File: config.mk
export PLATFORM = sky130hd
export DESIGN_NAME = layered_keypad_debounce_report
export DESIGN_NICKNAME = d
export VERILOG_FILES = /design/src/hw/rtl/lkdr_pkg.sv /design/src/hw/rtl/layered_keypad_debounce_report.sv
export SDC_FILE = /design/constraint.sdc
export NUM_CORES = 1
export LEC_CHECK = 0
export BUFFER_PORTS_ARGS = -buffer_cell sky130_fd_sc_hd__buf_2
export CAP_MARGIN = 20
export CORE_MARGIN = 4
export CORE_UTILIZATION = 55
export CTS_CLUSTER_DIAMETER = 50
export DETAILED_ROUTE_END_ITERATION = 8
export PLACE_DENSITY = 0.76
export SYNTH_ARGS = -nofsm -noshare
export SYNTH_HDL_FRONTEND = slang
export SYNTH_SLANG_ARGS = --single-unit
File: constraint.sdc
create_clock -name clk_i -period 5.7 [get_ports clk_i]
set_input_delay 0.285 -clock clk_i [delete_from_list [all_inputs] [get_ports clk_i]]
set_output_delay 0.285 -clock clk_i [all_outputs]
set_load 0.005 [all_outputs]
File: src/hw/rtl/lkdr_pkg.sv
// ----------------------------------------------------------------------------
// lkdr_pkg
// Shared types and reset constants for the layered keypad debounce block.
// ----------------------------------------------------------------------------
`timescale 1ns / 1ps
`default_nettype none

package lkdr_pkg;

  localparam int unsigned CountWidthDef = 16;
  localparam int unsigned NumButtons    = 4;
  localparam int unsigned NumKeys       = 3;
  localparam int unsigned NumLayers     = 2;
  localparam int unsigned CodeWidth     = 8;
  localparam int unsigned DebWidth      = 8;
  localparam int unsigned HoldWidth     = 16;
  localparam int unsigned CfgAddrWidth  = 3;
  localparam int unsigned CfgDataWidth  = 16;

  localparam logic [DebWidth-1:0]  DebounceRst = 8'd20;
  localparam logic [HoldWidth-1:0] HoldRst     = 16'd2000;

  // [layer][key] reset keycodes; leftmost entry is the highest index
  localparam logic [NumLayers-1:0][NumKeys-1:0][CodeWidth-1:0] CodeRst = '{
    '{8'd40, 8'd79, 8'd81},
    '{8'd69, 8'd80, 8'd82}
  };

  typedef enum logic [CfgAddrWidth-1:0] {
    CfgDebounce = 3'd0,
    CfgHold     = 3'd1,
    CfgL0Key1   = 3'd2,
    CfgL0Key2   = 3'd3,
    CfgL0Key3   = 3'd4,
    CfgL1Key1   = 3'd5,
    CfgL1Key2   = 3'd6,
    CfgL1Key3   = 3'd7
  } cfg_idx_e;

endpackage

`default_nettype wire

File: src/hw/rtl/layered_keypad_debounce_report.sv
// ----------------------------------------------------------------------------
// layered_keypad_debounce_report
// Debounced four-button keypad with a layer key, long-hold boot request and
// compacted key reports.
// ----------------------------------------------------------------------------
`timescale 1ns / 1ps
`default_nettype none

// One input transaction is one tick: active-low levels of the layer button
// (bit 0) and three keys, plus a link-ready flag. The block takes one tick per
// clock while the output side keeps up; a tick is held in the input register,
// is evaluated by a single combinational pass against the per-button state,
// and any result is registered in the output register when the tick advances.
// A tick that causes a result waits while the output register holds a result
// that has not been taken. Ticks that cause no result still update the state
// and never wait on the output side. A result appears when a debounced
// change is accepted with the link ready (report_flag) or when the
// layer key long-hold fires (boot_request). Configuration writes take effect
// at once and are meant for idle periods; there is no clearing pass.
module layered_keypad_debounce_report #(
  parameter int unsigned COUNT_WIDTH = lkdr_pkg::CountWidthDef
) (
  input  wire         clk_i,
  input  wire         rst_ni,
  // configuration write port
  input  wire         cfg_we_i,
  input  wire  [2:0]  cfg_addr_i,
  input  wire  [15:0] cfg_data_i,
  // input ticks
  input  wire         s_axis_tvalid,
  output logic        s_axis_tready,
  input  wire  [7:0]  s_axis_tdata,   // [3:0] pin_levels, [4] link_ready, [7:5] zero
  // results
  output logic        m_axis_tvalid,
  input  wire         m_axis_tready,
  output logic [31:0] m_axis_tdata,   // [7:0] slot_a, [15:8] slot_b, [23:16] slot_c,
                                      // [24] active_layer, [31:25] zero
  output logic [1:0]  m_axis_tuser    // [0] report_flag, [1] boot_request
);

  localparam int unsigned NB   = lkdr_pkg::NumButtons;
  localparam int unsigned NK   = lkdr_pkg::NumKeys;
  localparam int unsigned CW   = lkdr_pkg::CodeWidth;
  localparam int unsigned CmpW = (COUNT_WIDTH > lkdr_pkg::HoldWidth) ?
                                 COUNT_WIDTH : lkdr_pkg::HoldWidth;
  localparam logic [COUNT_WIDTH-1:0] CntMax = {COUNT_WIDTH{1'b1}};

  // configuration
  logic [lkdr_pkg::DebWidth-1:0]  debounce_q;
  logic [lkdr_pkg::HoldWidth-1:0] hold_ticks_q;
  logic [lkdr_pkg::NumLayers-1:0][NK-1:0][CW-1:0] codes_q;

  always_ff @(posedge clk_i or negedge rst_ni) begin
    if (!rst_ni) begin
      debounce_q   <= lkdr_pkg::DebounceRst;
      hold_ticks_q <= lkdr_pkg::HoldRst;
      codes_q      <= lkdr_pkg::CodeRst;
    end else if (cfg_we_i) begin
      unique case (lkdr_pkg::cfg_idx_e'(cfg_addr_i))
        lkdr_pkg::CfgDebounce: debounce_q    <= cfg_data_i[7:0];
        lkdr_pkg::CfgHold:     hold_ticks_q  <= cfg_data_i;
        lkdr_pkg::CfgL0Key1:   codes_q[0][0] <= cfg_data_i[7:0];
        lkdr_pkg::CfgL0Key2:   codes_q[0][1] <= cfg_data_i[7:0];
        lkdr_pkg::CfgL0Key3:   codes_q[0][2] <= cfg_data_i[7:0];
        lkdr_pkg::CfgL1Key1:   codes_q[1][0] <= cfg_data_i[7:0];
        lkdr_pkg::CfgL1Key2:   codes_q[1][1] <= cfg_data_i[7:0];
        lkdr_pkg::CfgL1Key3:   codes_q[1][2] <= cfg_data_i[7:0];
        default: ;
      endcase
    end
  end

  // input register
  logic           in_valid_q;
  logic [NB-1:0]  in_pins_q;
  logic           in_link_q;
  logic           advance;
  logic           emit;

  assign s_axis_tready = !in_valid_q || advance;

  always_ff @(posedge clk_i or negedge rst_ni) begin
    if (!rst_ni) begin
      in_valid_q <= 1'b0;
    end else if (s_axis_tready) begin
      in_valid_q <= s_axis_tvalid;
    end
  end

  always_ff @(posedge clk_i) begin
    if (s_axis_tvalid && s_axis_tready) begin
      in_pins_q <= s_axis_tdata[3:0];
      in_link_q <= s_axis_tdata[4];
    end
  end

  // debounce / layer state
  logic [NB-1:0]                   pressed_q, pressed_d;
  logic [NB-1:0][COUNT_WIDTH-1:0]  since_q, since_d;
  logic                            layer_q, layer_d;
  logic [COUNT_WIDTH-1:0]          hold_q, hold_d;
  logic                            fired_q, fired_d;

  logic [NB-1:0]                   raw;
  logic [NB-1:0]                   acc;
  logic [NB-1:0][COUNT_WIDTH-1:0]  inc;
  logic [COUNT_WIDTH-1:0]          hold_inc;
  logic                            fired_pre;
  logic                            toggle;
  logic                            boot;
  logic                            report;
  logic [NK-1:0][CW-1:0]           key_code;
  logic [CW-1:0]                   slot_a, slot_b, slot_c;

  always_comb begin
    for (int i = 0; i < NB; i++) begin
      inc[i]       = (since_q[i] == CntMax) ? CntMax : since_q[i] + COUNT_WIDTH'(1);
      raw[i]       = ~in_pins_q[i];
      acc[i]       = (raw[i] != pressed_q[i]) && (inc[i] > COUNT_WIDTH'(debounce_q));
      pressed_d[i] = acc[i] ? raw[i] : pressed_q[i];
      since_d[i]   = acc[i] ? '0 : inc[i];
    end

    hold_inc = (hold_q == CntMax) ? CntMax : hold_q + COUNT_WIDTH'(1);
    if (acc[0] && raw[0]) begin
      hold_d    = '0;
      fired_pre = 1'b0;
    end else begin
      hold_d    = hold_inc;
      fired_pre = fired_q;
    end

    // release toggles the layer unless the long hold already fired
    toggle  = acc[0] && !raw[0] && !fired_q;
    layer_d = layer_q ^ toggle;

    boot    = pressed_d[0] && !fired_pre && (CmpW'(hold_d) >= CmpW'(hold_ticks_q));
    fired_d = fired_pre | boot;

    report = (|acc) && in_link_q;
    emit   = report || boot;

    key_code = codes_q[layer_d];

    // compact pressed keys into the slots, in key order
    slot_a = '0;
    slot_b = '0;
    slot_c = '0;
    if (report) begin
      if (pressed_d[1]) begin
        slot_a = key_code[0];
        if (pressed_d[2]) begin
          slot_b = key_code[1];
          if (pressed_d[3]) slot_c = key_code[2];
        end else if (pressed_d[3]) begin
          slot_b = key_code[2];
        end
      end else if (pressed_d[2]) begin
        slot_a = key_code[1];
        if (pressed_d[3]) slot_b = key_code[2];
      end else if (pressed_d[3]) begin
        slot_a = key_code[2];
      end
    end
  end

  assign advance = in_valid_q && (!m_axis_tvalid || m_axis_tready || !emit);

  always_ff @(posedge clk_i or negedge rst_ni) begin
    if (!rst_ni) begin
      pressed_q <= '0;
      since_q   <= '0;
      layer_q   <= 1'b0;
      hold_q    <= '0;
      fired_q   <= 1'b0;
    end else if (advance) begin
      pressed_q <= pressed_d;
      since_q   <= since_d;
      layer_q   <= layer_d;
      hold_q    <= hold_d;
      fired_q   <= fired_d;
    end
  end

  // output register
  always_ff @(posedge clk_i or negedge rst_ni) begin
    if (!rst_ni) begin
      m_axis_tvalid <= 1'b0;
    end else if (advance && emit) begin
      m_axis_tvalid <= 1'b1;
    end else if (m_axis_tready) begin
      m_axis_tvalid <= 1'b0;
    end
  end

  always_ff @(posedge clk_i) begin
    if (advance && emit) begin
      m_axis_tdata <= {7'd0, layer_d, slot_c, slot_b, slot_a};
      m_axis_tuser <= {boot, report};
    end
  end

  // a result always carries a report or a boot request
  assert property (@(posedge clk_i) disable iff (!rst_ni)
    m_axis_tvalid |-> (m_axis_tuser[0] || m_axis_tuser[1]))
    else $error("result without report or boot flag");

  // a boot-only result carries empty slots
  assert property (@(posedge clk_i) disable iff (!rst_ni)
    (m_axis_tvalid && !m_axis_tuser[0]) |-> (m_axis_tdata[23:0] == 24'd0))
    else $error("boot-only result with nonzero slots");

  // a boot request sets the fired flag, so the long hold fires only once per press
  assert property (@(posedge clk_i) disable iff (!rst_ni)
    (advance && boot) |=> fired_q)
    else $error("hold fired flag not set after boot request");

  // an accepted change of the layer button restarts its elapsed counter
  assert property (@(posedge clk_i) disable iff (!rst_ni)
    (advance && acc[0]) |=> (since_q[0] == '0))
    else $error("layer button counter not cleared on accepted change");

endmodule

`default_nettype wire

Yosys cells after proc, flatten, opt, wreduce, memory -nomap -nowiden
Index checks and enable logic that the tools add are counted.
{"block": "totals", "wordCells": 115, "ff_bits": 192, "input_bits": 32, "out_inout_bits": 36}
{"block": "classes", "n_reduce_logical": 34, "n_bitwise": 6, "n_eq_ne": 16, "mux": 24, "add_sub_neg": 5, "n_lt_le_gt_ge": 6}
{"operator": "16-bit 2-to-1 mux", "count": 10}
{"operator": "16-bit by 1-bit adder with 16-bit output, second input constant", "count": 5}
{"operator": "16-bit equality test, second input constant", "count": 5}
{"operator": "16-bit by 8-bit > comparator with 1-bit output", "count": 4}
{"operator": "24-bit 2-to-1 mux", "count": 2}
{"operator": "8-bit 2-to-1 mux", "count": 5}
{"operator": "2-bit AND reduction", "count": 9}
{"operator": "16-bit greater-or-equal comparator", "count": 1}
{"operator": "1-bit logical AND", "count": 13}
{"operator": "3-bit equality test, second input constant", "count": 4}
{"operator": "1-bit 2-to-1 mux", "count": 7}
{"operator": "3-bit by 2-bit equality test with 1-bit output, second input constant", "count": 2}
{"operator": "1-bit logical NOT", "count": 5}
{"operator": "1-bit logical OR", "count": 4}
{"operator": "1-bit inequality test", "count": 4}
{"operator": "1-bit inverter", "count": 4}
{"operator": "4-bit OR reduction", "count": 1}
{"operator": "3-bit by 1-bit equality test with 1-bit output, second input constant", "count": 1}
{"operator": "3-bit logical NOT", "count": 1}
{"operator": "1-bit by 2-bit less-than comparator with 1-bit output, second input constant", "count": 1}
{"operator": "2-bit nonzero test", "count": 1}
{"operator": "1-bit bitwise OR", "count": 1}
{"operator": "1-bit bitwise XOR", "count": 1}

Longest topological paths before layout
Gate-level depths: netlist of the first run.
{"block": "logic_depth", "ltp_word": 15, "mapped_depth": 30, "depth_no_buf": 24}

Worst setup path before layout of the first run
Ideal clock, no wire load.
{"block": "synth_path", "kind": "register to register", "startpoint": "register since_q[0] (netlist bit)", "endpoint": "register m_axis_tdata[0], enable pin", "setup_time_ns": 0.411, "path_buffers": 3, "slack_ns": -0.563, "t_arrival_ns": 5.852, "required_time_ns": 5.289, "path_stages_with_launch": 27, "synth_period_minus_slack_ns": 6.263, "path_cell_list": "dfrtp_1 -> ha_1 -> and2_1 -> nand3_1 -> nor2_1 -> nand3_1 -> clkbuf_1 -> o21ai_0 -> ha_1 -> and3_1 -> a221o_1 -> a221oi_1 -> o211ai_1 -> nor2_1 -> nor3_1 -> clkbuf_1 -> clkbuf_1 -> a21oi_1 -> ha_1 -> a21o_1 -> a21o_1 -> a21oi_1 -> o21ai_0 -> a21oi_1 -> a211oi_2 -> o21ai_0 -> nor2_1"}
{"block": "synth_between", "word_cells_on_any_way": 20, "cone_classes": "add/sub: 1; order compare: 2; eq/ne: 1; mux: 4; reduce/logical: 12"}
{"element": "from (decl)", "line_no": "layered_keypad_debounce_report.sv:99", "source": "logic [NB-1:0][COUNT_WIDTH-1:0] since_q, since_d;"}
{"element": "from (signal assigned)", "line_no": "layered_keypad_debounce_report.sv:178", "source": "since_q <= since_d;"}
{"element": "16-bit by 1-bit adder with 16-bit output / 16-bit equality test (equally long branches)", "line_no": "layered_keypad_debounce_report.sv:117", "source": "inc[i] = (since_q[i] == CntMax) ? CntMax : since_q[i] + COUNT_WIDTH'(1);"}
{"element": "16-bit 2-to-1 mux (*)", "line_no": "layered_keypad_debounce_report.sv:117"}
{"element": "16-bit by 8-bit > comparator with 1-bit output (*)", "line_no": "layered_keypad_debounce_report.sv:119", "source": "acc[i] = (raw[i] != pressed_q[i]) && (inc[i] > COUNT_WIDTH'(debounce_q));"}
{"element": "1-bit logical AND (*)", "line_no": "layered_keypad_debounce_report.sv:119"}
{"element": "1-bit logical AND (*)", "line_no": "layered_keypad_debounce_report.sv:125", "source": "if (acc[0] && raw[0]) begin"}
{"element": "16-bit 2-to-1 mux (*)", "line_no": "layered_keypad_debounce_report.sv:125"}
{"element": "via hold_d[9]", "line_no": "layered_keypad_debounce_report.sv:101", "source": "logic [COUNT_WIDTH-1:0] hold_q, hold_d;"}
{"element": "16-bit greater-or-equal comparator (*)", "line_no": "layered_keypad_debounce_report.sv:137", "source": "boot = pressed_d[0] && !fired_pre && (CmpW'(hold_d) >= CmpW'(hold_ticks_q));"}
{"element": "1-bit logical AND (*)", "line_no": "layered_keypad_debounce_report.sv:137"}
{"element": "via boot", "line_no": "layered_keypad_debounce_report.sv:110", "source": "logic boot;"}
{"element": "1-bit logical OR (*)", "line_no": "layered_keypad_debounce_report.sv:141", "source": "emit = report || boot;"}
{"element": "1-bit logical NOT", "line_no": "layered_keypad_debounce_report.sv:167", "source": "assign advance = in_valid_q && (!m_axis_tvalid || m_axis_tready || !emit);"}
{"element": "1-bit logical OR", "line_no": "layered_keypad_debounce_report.sv:167"}
{"element": "1-bit logical AND", "line_no": "layered_keypad_debounce_report.sv:167"}
{"element": "1-bit logical AND (*)", "line_no": "layered_keypad_debounce_report.sv:197", "source": "if (advance && emit) begin"}
{"element": "to (signal assigned)", "line_no": "layered_keypad_debounce_report.sv:198", "source": "m_axis_tdata <= {7'd0, layer_d, slot_c, slot_b, slot_a};"}
{"element": "to (decl)", "line_no": "layered_keypad_debounce_report.sv:36", "source": "output logic [31:0] m_axis_tdata,"}
The timed path passes the listed nets; every way through them passes the cells marked *.
A chain may end at the register's enable or synchronous reset.

Worst setup path in the final report of the first run
{"block": "layout_path", "startpoint": "register since_q[0] (netlist bit)", "endpoint": "output port s_axis_tready"}
{"block": "layout_between", "word_cells_on_any_way": 20, "cone_classes": "add/sub: 1; order compare: 2; eq/ne: 1; mux: 4; reduce/logical: 12"}
{"element": "16-bit by 1-bit adder with 16-bit output / 16-bit equality test (equally long branches)", "line_no": "layered_keypad_debounce_report.sv:117"}
{"element": "16-bit 2-to-1 mux (*)", "line_no": "layered_keypad_debounce_report.sv:117"}
{"element": "16-bit by 8-bit > comparator with 1-bit output (*)", "line_no": "layered_keypad_debounce_report.sv:119"}
{"element": "1-bit logical AND (*)", "line_no": "layered_keypad_debounce_report.sv:119"}
{"element": "1-bit logical AND (*)", "line_no": "layered_keypad_debounce_report.sv:125"}
{"element": "16-bit 2-to-1 mux (*)", "line_no": "layered_keypad_debounce_report.sv:125"}
{"element": "via hold_d[4]", "line_no": "layered_keypad_debounce_report.sv:101"}
{"element": "16-bit greater-or-equal comparator (*)", "line_no": "layered_keypad_debounce_report.sv:137"}
{"element": "1-bit logical AND (*)", "line_no": "layered_keypad_debounce_report.sv:137"}
{"element": "via boot", "line_no": "layered_keypad_debounce_report.sv:110"}
{"element": "1-bit logical OR (*)", "line_no": "layered_keypad_debounce_report.sv:141"}
{"element": "1-bit logical NOT (*)", "line_no": "layered_keypad_debounce_report.sv:167"}
{"element": "1-bit logical OR (*)", "line_no": "layered_keypad_debounce_report.sv:167"}
{"element": "1-bit logical AND (*)", "line_no": "layered_keypad_debounce_report.sv:167"}
{"element": "1-bit logical OR (*)", "line_no": "layered_keypad_debounce_report.sv:80", "source": "assign s_axis_tready = !in_valid_q || advance;"}
{"element": "to (decl)", "line_no": "layered_keypad_debounce_report.sv:31", "source": "output logic s_axis_tready,"}
Marked as above.

==> results.md, run 1 <==
* Final period util at a little over nine tenths
* Crit path max-delay cell type: dfrtp_1
* Crit path max fanout at 7
* Nets at 1394
* Clk_lat worst skew at between 0.4 and 0.5 ns
* Root buffer cell: clkbuf_16
* Post-synthesis instance area at between 0.01 and 0.015 mm^2
* Pwr Density at 390 mW/mm^2
* DR vias/cell at 6.46
* Setup CP Type: reg -> out
* Initial Utilization at 56.2%
* Routed len/inst at approximately 19 um
* Initial antenna violation count at 0
* RePlAce Congestion at 0.904
* Pre-CTS setup slack at -0.0283 ns
* Post-DP HPWL at 20400 um
* CTS buffer count at 17
* Avg Cell Area, Syn at 9.53 um^2
* CTS tree: built
* Result of the run: finished, final reports clean
* Max-cap violations at 0
* DRC viols at 0
* Synth-to-Final Area Change at 13.7%
* Finished Core Util at 63.9%
* Slew at the pin closest to its max-slew limit at 1.06 ns
* Die Y at 155 um
* Main synth FF type: dfrtp_1
* Post-synth EDFFs at 32
* LEAKAGE at 0.00558 uW
* Crit path max-delay family: simple AND/OR/NAND/NOR gates
* Die area at about 0.024 mm^2
* Routed Antenna Nets at 0
* Share of post-route cells with drive strength above 1 at 21.2%
* GR peak layer: met2
* DR iter-0 viols at 906
* CTS Sinks at 192
* Core area at 0.0211 mm^2
* Unique masters post-synth at 70
* Crit. End Element: primary output
* First-pass GRT wire length at 50600 um
* VDD IR max at 0.222 mV
* Largest net degree at the start of global routing at 95
* H-tree Lvls at 4
* Hold/Removal Path Class: in -> reg
* Syn Inst Count at approximately 1.2k
* Antenna cells at 0
* DRT Pass-1 Iters at 5
* Max Root-Sink Buffers at 2
* GR Layer Usage met2 at a little over two fifths
* Setup violations, final at 0
* Final Skew at 0.0140 ns
* Vias in the first global route at 9849
* Clk slew on worst S/H paths at 0.09 ns
* Met3 Use GR at under 10%
* Slew headroom at 28.5%
* Post-Route WL at about 31000 um
* Data arrival time of the worst path at 5.26 ns
* Warnings, synthesis at 0
* Most common cell after layout, fill and taps aside: dfrtp_1
* GRT Total Usage at around a quarter
* Port Buf Inserts at between 50 and 60
* Die W at 155 um
* Startpoint class of the critical path: flip-flop
* Fmax achieved at 180 MHz
* Via count at 10.3k
* Floorplan row count at 53
* Seq/Total Area, Yosys at 42.1%
* Overflow after GRT at 0
* Worst path max stage delay at 0.40 ns
* I/O pins at 68
* Register bit total from synthesis at 192
* Async S/R FF share, synth at 83.3%
* Fin. max-slew vios at 0
* Setup ws final at 0.153 ns
* Most frequent cells in the layout: dfrtp_1, o21ai_0, nand2_1
* CP Buf/Inv Count at 6
* Grt met1 use at between 30% and 40%
* Data required, critical path at 5.41 ns
* Fin crit period at ~5.5 ns
* Hold violation total from the final report at 0
## final cells by class
cell class / count / area [um^2]
Sequential cell: 192 / 5000
Multi-Input combinational cell: 938 / 6520
Clock inverter: 15 / 229
Inverter: 38 / 143
Tap cell: 275 / 344
Timing Repair Buffer: 122 / 830
Clock buffer: 17 / 425
Fill cell: 1676 / 7600
## report_power, final
part	internal (uW)	total [uW]	switching [uW]
Combinational	830	2030	1200
Sequential	1690	1930	234
Clock	629	1310	676
Total	3150	5260	2110
## worst min-delay path, delay by kind of cell
family / cells / cell delay [ns]
simple gates: 1 / 0.03
buf+inv: 1 / 0.07
compound gates: 1 / 0.05
## final timing paths
path                            slack, ns  depth (start not counted)          endpoint      startpoint
worst max-delay path                 0.15                         25     s_axis_tready      since_q[0]
worst min-delay path                 0.03                          3  hold_ticks_q[13]  cfg_data_i[13]
worst max register to register       0.23                         23  m_axis_tdata[10]      since_q[0]
worst min register to register       0.51                          1       codes_q[25]     codes_q[25]
max in group asynchronous            3.81                          3        codes_q[0]          rst_ni
min in group asynchronous            0.47                          2       since_q[29]          rst_ni
## state kept, by name, indices dropped and copies added, names as in the netlist, 2 cells and up
| register | cells |
|---|---|
| codes_q | 48 |
| debounce_q | 8 |
| hold_q | 16 |
| hold_ticks_q | 16 |
| in_pins_q | 4 |
| m_axis_tdata | 25 |
| m_axis_tuser | 2 |
| pressed_q | 4 |
| since_q | 64 |
## per-layer routing
layer  part of all wire, %  vias to the layer above
met1                    44                     5076
met5                     0                        -
met2                    48                      378
met3                   6.2                       49
met4                   1.7                        0
li1                      -                     4813
## synthesized netlist by cell type (all sizes together) (3+ instances only)
cell / count / share of area (%)
and2: 13 / 0.69
and4: 12 / 0.89
a21o: 15 / 0.95
and3: 20 / 1.1
a2bb2oi: 3 / 0.22
dfrtp: 134 / 28
a2111oi: 3 / 0.43
nand3: 34 / 1.5
mux2i: 26 / 2.2
nor4: 25 / 1.3
a211oi: 6 / 0.42
clkbuf: 63 / 2.0
nand4b: 3 / 0.22
o31a: 9 / 0.66
inv: 38 / 1.2
edfxtp: 32 / 8.1
nand2b: 11 / 0.58
o31ai: 20 / 1.3
xor2: 14 / 1.0
nand2: 104 / 3.3
buf: 20 / 1.1
ha: 53 / 5.6
mux2: 58 / 5.5
xnor2: 27 / 2.0
a22oi: 6 / 0.38
a31oi: 35 / 2.0
a41oi: 4 / 0.30
or3: 4 / 0.21
o311a: 7 / 0.59
nor2: 50 / 1.6
o22a: 36 / 2.7
o211ai: 8 / 0.51
a21oi: 52 / 2.2
dfstp: 26 / 5.8
nand4: 28 / 1.5
nor3b: 13 / 0.82
or2: 6 / 0.32
nor2b: 8 / 0.42
o21ai: 121 / 5.1
nor3: 64 / 2.7
a221oi: 13 / 0.96
## logic make-up (layout without fill, tap and decap cells)
kind of cell | count (synthesis) | in the layout | synth area share, %
AOI/OAI and AO/OA | 354 | 354 | 19.8
adders and majority gates | 53 | 53 | 5.59
and+or+nand+nor | 399 | 399 | 17.4
DFF | 192 | 192 | 42.1
xor gates and xnor gates | 41 | 41 | 3.03
other | 1 | 7 | 0.0316
buffers and inverters | 121 | 192 | 4.29
muxes | 84 | 84 | 7.70
## metrics by stage
stage / setup TNS [ns] / cell area (um^2) / instances / hold slack [ns] / total power [uW]
2_1_floorplan: 0 / 11900 / 1251 / -0.0106 / 3240
3_3_place_gp: 0 / 12500 / 1538 / 0.430 / 3700
3_5_place_dp: -0.0563 / 12500 / 1538 / 0.435 / 3780
4_1_cts: 0 / 13300 / 1581 / 0.0294 / 5150
5_1_grt: -1.65 / 13500 / 1597 / 0.0262 / 5580
6_report: 0 / 13500 / 1597 / 0.0333 / 5260
## timing repair
action                                  in CTS  in global routing
hold buffers                                 1                  0
setup buffers                               10                 14
pin swaps                                    5                 22
endpoints found under the setup margin      22                116
hold endpoints to repair                    72                  0
gates cloned                                 0                  1
gates resized for setup                      8                 23
No activity file was read; power rests on OpenSTA's default activity.
==> inputs of run 2 (changes only) <==
--- a/config.mk
+++ b/config.mk
@@ -12,6 +12,7 @@
 export CTS_CLUSTER_DIAMETER = 50
 export DETAILED_ROUTE_END_ITERATION = 8
 export PLACE_DENSITY = 0.76
+export REMOVE_ABC_BUFFERS = 1
 export SYNTH_ARGS = -nofsm -noshare
 export SYNTH_HDL_FRONTEND = slang
 export SYNTH_SLANG_ARGS = --single-unit
==> run 2 against run 1 <==
Against the previous run: critical path depth is 2 higher; routed wire length is 1.5% higher; sequential share of layout area is 0.11 points higher; total power is 1.2% lower; clock-buffer cell count stayed put; largest power group unchanged.
==> results.md, run 2 (synthesis gave the netlist of run 1 again) <==
* CTS buffer count at 17 (unchanged)
* Placed Cells at 1547 (+0.59%)
* Total Power at 5200 uW (-1.2%)
* Worst reg2reg endpoint: pressed_q[0]
* Post-Route WL at 31200 um (+1.5%)
* Floorplan row count at 53 (unchanged)
* Die Y at 155 um (unchanged)
* Crit. End Element: primary output
* Hold violation total from the final report at 0 (unchanged)
* CTS tree: built
* First-pass GRT wire length at 49800 um (-1.5%)
* Crit path max-delay family: compound AO/OA/AOI/OAI gates
* Setup violations, final at 0 (unchanged)
* CP Buf/Inv Count at 6 (unchanged)
* Largest net degree at the start of global routing at 108 (+14%)
* DRT Pass-1 Iters at 5 (unchanged)
* Most common cell on crit path: buf_4
* Clk_lat worst skew at 0.45 ns (about the same)
* Slew headroom at 25.3% (-3.3 points)
* R2R depth at 27 (+17%)
* Worst path max stage delay at 0.38 ns (-0.02 ns)
* Layout fillers at 1698 (+1.3%)
* Hold Path Sink: in_link_q
* Final Skew at 0.0199 ns (+0.00592 ns)
* FF-to-FF setup slack at 0.19 ns (-0.04 ns)
* Max Root-Sink Buffers at 2 (unchanged)
* Hold_sp: s_axis_tdata[4]
* H-tree Lvls at 4 (unchanged)
* I/O pins at 68 (unchanged)
* Result of the run: finished, final reports clean
* Fin Setup TNS at 0 ns (unchanged)
* DP Area at 0.0126 mm^2 (+0.65%)
* Post-route insts no fill at 1588 (-0.56%)
* CTS Sinks at 192 (unchanged)
* Die area at 0.0240 mm^2 (unchanged)
* Core area at 0.0211 mm^2 (unchanged)
* Share of post-route cells with drive strength above 1 at 20.6% (-0.62 points)
* DRC viols at 0 (unchanged)
* RePlAce Congestion at 0.893 (-1.2%)
* Initial antenna violation count at 0 (unchanged)
* Die W at 155 um (unchanged)
* Slew at the pin closest to its max-slew limit at 1.11 ns (+0.0487 ns)
* Biggest register: since_q
* Design Area, Final at 0.0134 mm^2 (-0.30%)
* Initial Utilization at 56.2% (unchanged)
* DR vias/cell at 6.53 (+1.1%)
* DR iter-0 viols at 1058 (+17%)
* Most frequent cells in the layout: dfrtp_1, o21ai_0, nand2_1
* Antenna cells at 0 (unchanged)
* Overflow after GRT at 0 (unchanged)
* Fmax achieved at 177 MHz (-1.6%)
* Fin crit period at 5.64 ns (+0.0895 ns)
* Area of the multi-input gates at 0.00653 mm^2 (+0.27%)
* Top flop regs: since_q (64), codes_q (48), m_axis_tdata (25)
* Hold Crit Depth at 1 (-2)
* Synth-to-Final Area Change at 13.4%
* Final period util at 98.9% (+1.6 points)
* VDD IR max at 0.254 mV (+14%)
* Hold/Removal Path Class: in -> reg
* Via count at 10.4k (+0.50%)
* Routed len/inst at 19.6 um (+2.1%)
* Vias in the first global route at 9788 (-0.62%)
* GRT Total Usage at 25.4% (-0.31 points)
* Post-DP HPWL at 20600 um (+1.3%)
* Flip-flop and latch area at 0.00500 mm^2 (unchanged)
* Port Buf Inserts at 57 (unchanged)
* Startpoint class of the critical path: flip-flop
* RSZ-0062 raised after global routing: yes
* Most common cell after layout, fill and taps aside: dfrtp_1
* Number of flip-flops in the largest register at 64 (unchanged)
* Routed Antenna Nets at 0 (unchanged)
* Root buffer cell: clkbuf_16
* Clk slew on worst S/H paths at 0.09 ns (about the same)
* Reg-to-reg startpoint: since_q[0]
* Fin. max-slew vios at 0 (unchanged)
* LEAKAGE at 0.00555 uW (-0.65%)
* Max-cap violations at 0 (unchanged)
* Data arrival time of the worst path at 5.35 ns (+0.09 ns)
* Data required, critical path at 5.41 ns (about the same)
* Crit path max fanout at 12 (+5)
* Setup CP Type: reg -> out
* Pwr Density at 387 mW/mm^2 (-0.89%)
* Nets at 1385 (-0.65%)
* Crit path max-delay cell type: dfrtp_1
-- run 2: area by class of cell --
| cell class | count | share of cell area (%) |
|---|---|---|
| multi-input cells | 938 | 48.6 |
| flip-flops and latches | 192 | 37.2 |
| repair buffers | 113 | 5.80 |
| clock buffers | 17 | 3.16 |
| well taps | 275 | 2.56 |
| clock inverters | 15 | 1.65 |
| inverters | 38 | 1.06 |
-- run 2: worst max path at each step --
stage	start	endpoint	slack, ns	depth (start not counted)
detailed placement	since_q[0]	hold_q[5]	-0.08	26
global placement	since_q[0]	hold_q[11]	0.001	26
CTS	since_q[1]	s_axis_tready	0.02	26
finish	since_q[0]	s_axis_tready	0.06	27
global route	since_q[1]	s_axis_tready	-0.17	28
floorplan	since_q[0]	pressed_q[3]	-2.24	22
-- run 2: routing by layer --
metal | track usage [%] | routed length, um
met1 | 34.1 | 13400
met2 | 42.1 | 15300
met3 | 3.81 | 1790
met4 | 8.96 | 708
met5 | 0 | 0
-- run 2: through the flow --
step / setup slack (ns) / hold WS, ns / util [%]
after floorplan: -2.24 / -0.0106 / -
after global placement: 0.000987 / 0.460 / 59.6
after detailed placement: -0.0848 / 0.459 / 59.6
after CTS: 0.0170 / 0.00688 / 62.8
after global routing: -0.169 / 0.00939 / 63.8
final: 0.0637 / 0.0139 / 63.8
-- run 2: what timing repair did --
| item | in CTS | in global routing |
|---|---|---|
| pin swaps | 1 | 14 |
| setup buffers | 0 | 8 |
| hold endpoints to repair | 3 | 0 |
| gates resized for setup | 6 | 24 |
| endpoints found under the setup margin | 87 | 118 |
| hold buffers | 1 | 0 |
-- run 2: where the power goes --
group | switching, uW | leakage [uW] | internal [uW]
sequential | 230 | 0.00230 | 1690
combinational | 1190 | 0.00294 | 805
clock | 658 | 0.000310 | 620
total | 2080 | 0.00555 | 3120
==> inputs of run 3 (changes only) <==
--- a/config.mk
+++ b/config.mk
@@ -11,6 +11,7 @@
 export CORE_UTILIZATION = 55
 export CTS_CLUSTER_DIAMETER = 50
 export DETAILED_ROUTE_END_ITERATION = 8
+export MAX_ROUTING_LAYER = met4
 export PLACE_DENSITY = 0.76
 export REMOVE_ABC_BUFFERS = 1
 export SYNTH_ARGS = -nofsm -noshare
==> run 3 against run 2 <==
Against the previous run: combinational power increased by 2%; total power increased by 0.15%; clock skew decreased by 0.0069 ns; clock-buffer cell count stayed put; clock power down 3%; global-route usage grew 0.61 points; routed wire length is 0.89% lower; setup slack gained 0.067 ns; sequential power hardly changed; critical path depth decreased by 1; hold slack improved by 0.0053 ns; fmax increased by 1.2%.
==> results.md, run 3 (synthesis gave the netlist of run 1 again) <==
* Via count at 10.2k (-1.9%)
* DRT Pass-1 Iters at 5 (unchanged)
* Crit path max fanout at 50 (+38)
* DR vias/cell at 6.40 (-1.9%)
* Pre-CTS setup slack at -0.0908 ns (-0.00596 ns)
* Initial antenna violation count at 0 (unchanged)
* Clk slew on worst S/H paths at 0.08 ns (about the same)
* H-tree Lvls at 4 (unchanged)
* Slew headroom at 29.4% (+4.2 points)
* Hold_sp: s_axis_tdata[0]
* Crit. End Element: flip-flop
* Setup violations, final at 0 (unchanged)
* Data arrival time of the worst path at 5.89 ns (+0.54 ns)
* Port Buf Inserts at 57 (unchanged)
* Layout fillers at 1620 (-4.6%)
* Hold/Removal Path Class: in -> reg
* Die W at 155 um (unchanged)
* Vias in the first global route at 9551 (-2.4%)
* Overflow after GRT at 0 (unchanged)
* Reg-to-reg startpoint: since_q[1]
* Core area at 0.0211 mm^2 (unchanged)
* Nets at 1385 (unchanged)
* Number of flip-flops in the largest register at 64 (unchanged)
* Antenna cells at 0 (unchanged)
* Synth-to-Final Area Change at 13.6%
* Fmax achieved at 180 MHz (+1.2%)
* Clk_lat worst skew at 0.44 ns (about the same)
* Placed Cells at 1547 (unchanged)
* Post-Route WL at 30900 um (-0.89%)
* Critical path startpoint: since_q[1]
* CTS Sinks at 192 (unchanged)
* Result of the run: finished, final reports clean
* Max Root-Sink Buffers at 2 (unchanged)
* Fin crit period at 5.57 ns (-0.0670 ns)
* Crit path max-delay family: compound AO/OA/AOI/OAI gates
* Setup ws final at 0.131 ns (+0.0670 ns)
* CP Buf/Inv Count at 2 (-4)
* Routed len/inst at 19.4 um (-0.89%)
* DRC viols at 0 (unchanged)
* RePlAce Congestion at 0.911 (+2.0%)
* Biggest register: since_q
* Data required, critical path at 6.02 ns (+0.61 ns)
* Final period util at 97.7% (-1.2 points)
* Initial Utilization at 56.2% (unchanged)
* Slew at the pin closest to its max-slew limit at 1.05 ns (-0.0594 ns)
* Worst path max stage delay at 0.37 ns (about the same)
* Floorplan row count at 53 (unchanged)
* Max-cap violations at 0 (unchanged)
* Post-route insts no fill at 1588 (unchanged)
* Top flop regs: since_q (64), codes_q (48), m_axis_tdata (25)
* Final Skew at 0.0130 ns (-0.00691 ns)
* Pwr Density at 386 mW/mm^2 (about the same)
* Most common cell after layout, fill and taps aside: dfrtp_1
* CTS buffer count at 17 (unchanged)
* Post-DP HPWL at 20300 um (-1.4%)
* DR iter-0 viols at 998 (-5.7%)
* GRT Total Usage at 26.0% (+0.61 points)
* Largest net degree at the start of global routing at 108 (unchanged)
* LEAKAGE at 0.00554 uW (about the same)
* Die area at 0.0240 mm^2 (unchanged)
* Setup CP Type: reg -> reg
* Routed Antenna Nets at 0 (unchanged)
* Total Power at 5210 uW (+0.15%)
* I/O pins at 68 (unchanged)
* Crit path max-delay cell type: a21oi_2
* Startpoint class of the critical path: flip-flop
* Share of post-route cells with drive strength above 1 at 21.0% (+0.46 points)
* Most frequent cells in the layout: dfrtp_1, o21ai_0, nand2_1
* CTS tree: built
* Fin. max-slew vios at 0 (unchanged)
* Root buffer cell: clkbuf_16
* VDD IR max at 0.242 mV (-4.8%)
* Hold violation total from the final report at 0 (unchanged)
* First-pass GRT wire length at 49300 um (-1.1%)
* Die Y at 155 um (unchanged)
==> run 3: final timing paths <==
kind                                end  depth (start not counted)  slack, ns
setup / recovery            since_q[31]                         26       0.13
hold / removal             in_pins_q[0]                          1       0.02
setup reg to reg            since_q[31]                         26       0.13
hold reg to reg              codes_q[5]                          1       0.51
max in group asynchronous     hold_q[6]                          3       3.95
min in group asynchronous   since_q[56]                          2       0.49
==> run 3: through the flow <==
| step | area [um^2] | util [%] | hold slack, ns | setup TNS, ns |
|---|---|---|---|---|
| after floorplan | 11500 | - | -0.0106 | -217.50 |
| final | 13500 | 63.9 | 0.0193 | 0 |
| after global routing | 13500 | 63.9 | 0.00176 | -0.489 |
| after CTS | 13300 | 63.0 | 0.00892 | 0 |
| after detailed placement | 12600 | 59.6 | 0.448 | -1.56 |
| after global placement | 12600 | 59.6 | 0.462 | -0.308 |
==> run 3: power by group <==
group	switching, uW	leakage [uW]	total [uW]	internal, uW
Combinational	1210	0.00294	2040	833
Sequential	231	0.00230	1920	1690
Clock	634	0.000302	1240	608
==> run 3: layer usage <==
| layer | GRT usage [%] | routed length [um] | vias up |
|---|---|---|---|
| met5 | - | 0 | - |
| met4 | 8.20 | 657 | 0 |
| met3 | 4.03 | 1910 | 53 |
| met2 | 41.0 | 15100 | 340 |
| met1 | 34.8 | 13200 | 4997 |
| li1 | - | - | 4781 |
==> run 3: layout make-up <==
| class | count | area [um^2] | share of cell area (%) |
|---|---|---|---|
| multi-input cells | 939 | 6600 | 49.0 |
| clock inverters | 15 | 196 | 1.46 |
| repair buffers | 112 | 767 | 5.69 |
| flip-flops and latches | 192 | 5000 | 37.1 |
| inverters | 38 | 143 | 1.06 |
| well taps | 275 | 344 | 2.55 |
| clock buffers | 17 | 425 | 3.16 |
==> run 3: repair_timing <==
item,CTS,global route
resized for setup,12,29
gates cloned,1,0
pin swaps,5,14
hold buffers,1,0
buffers inserted,3,6
setup endpoints to repair,90,118
hold endpoints to repair,8,0
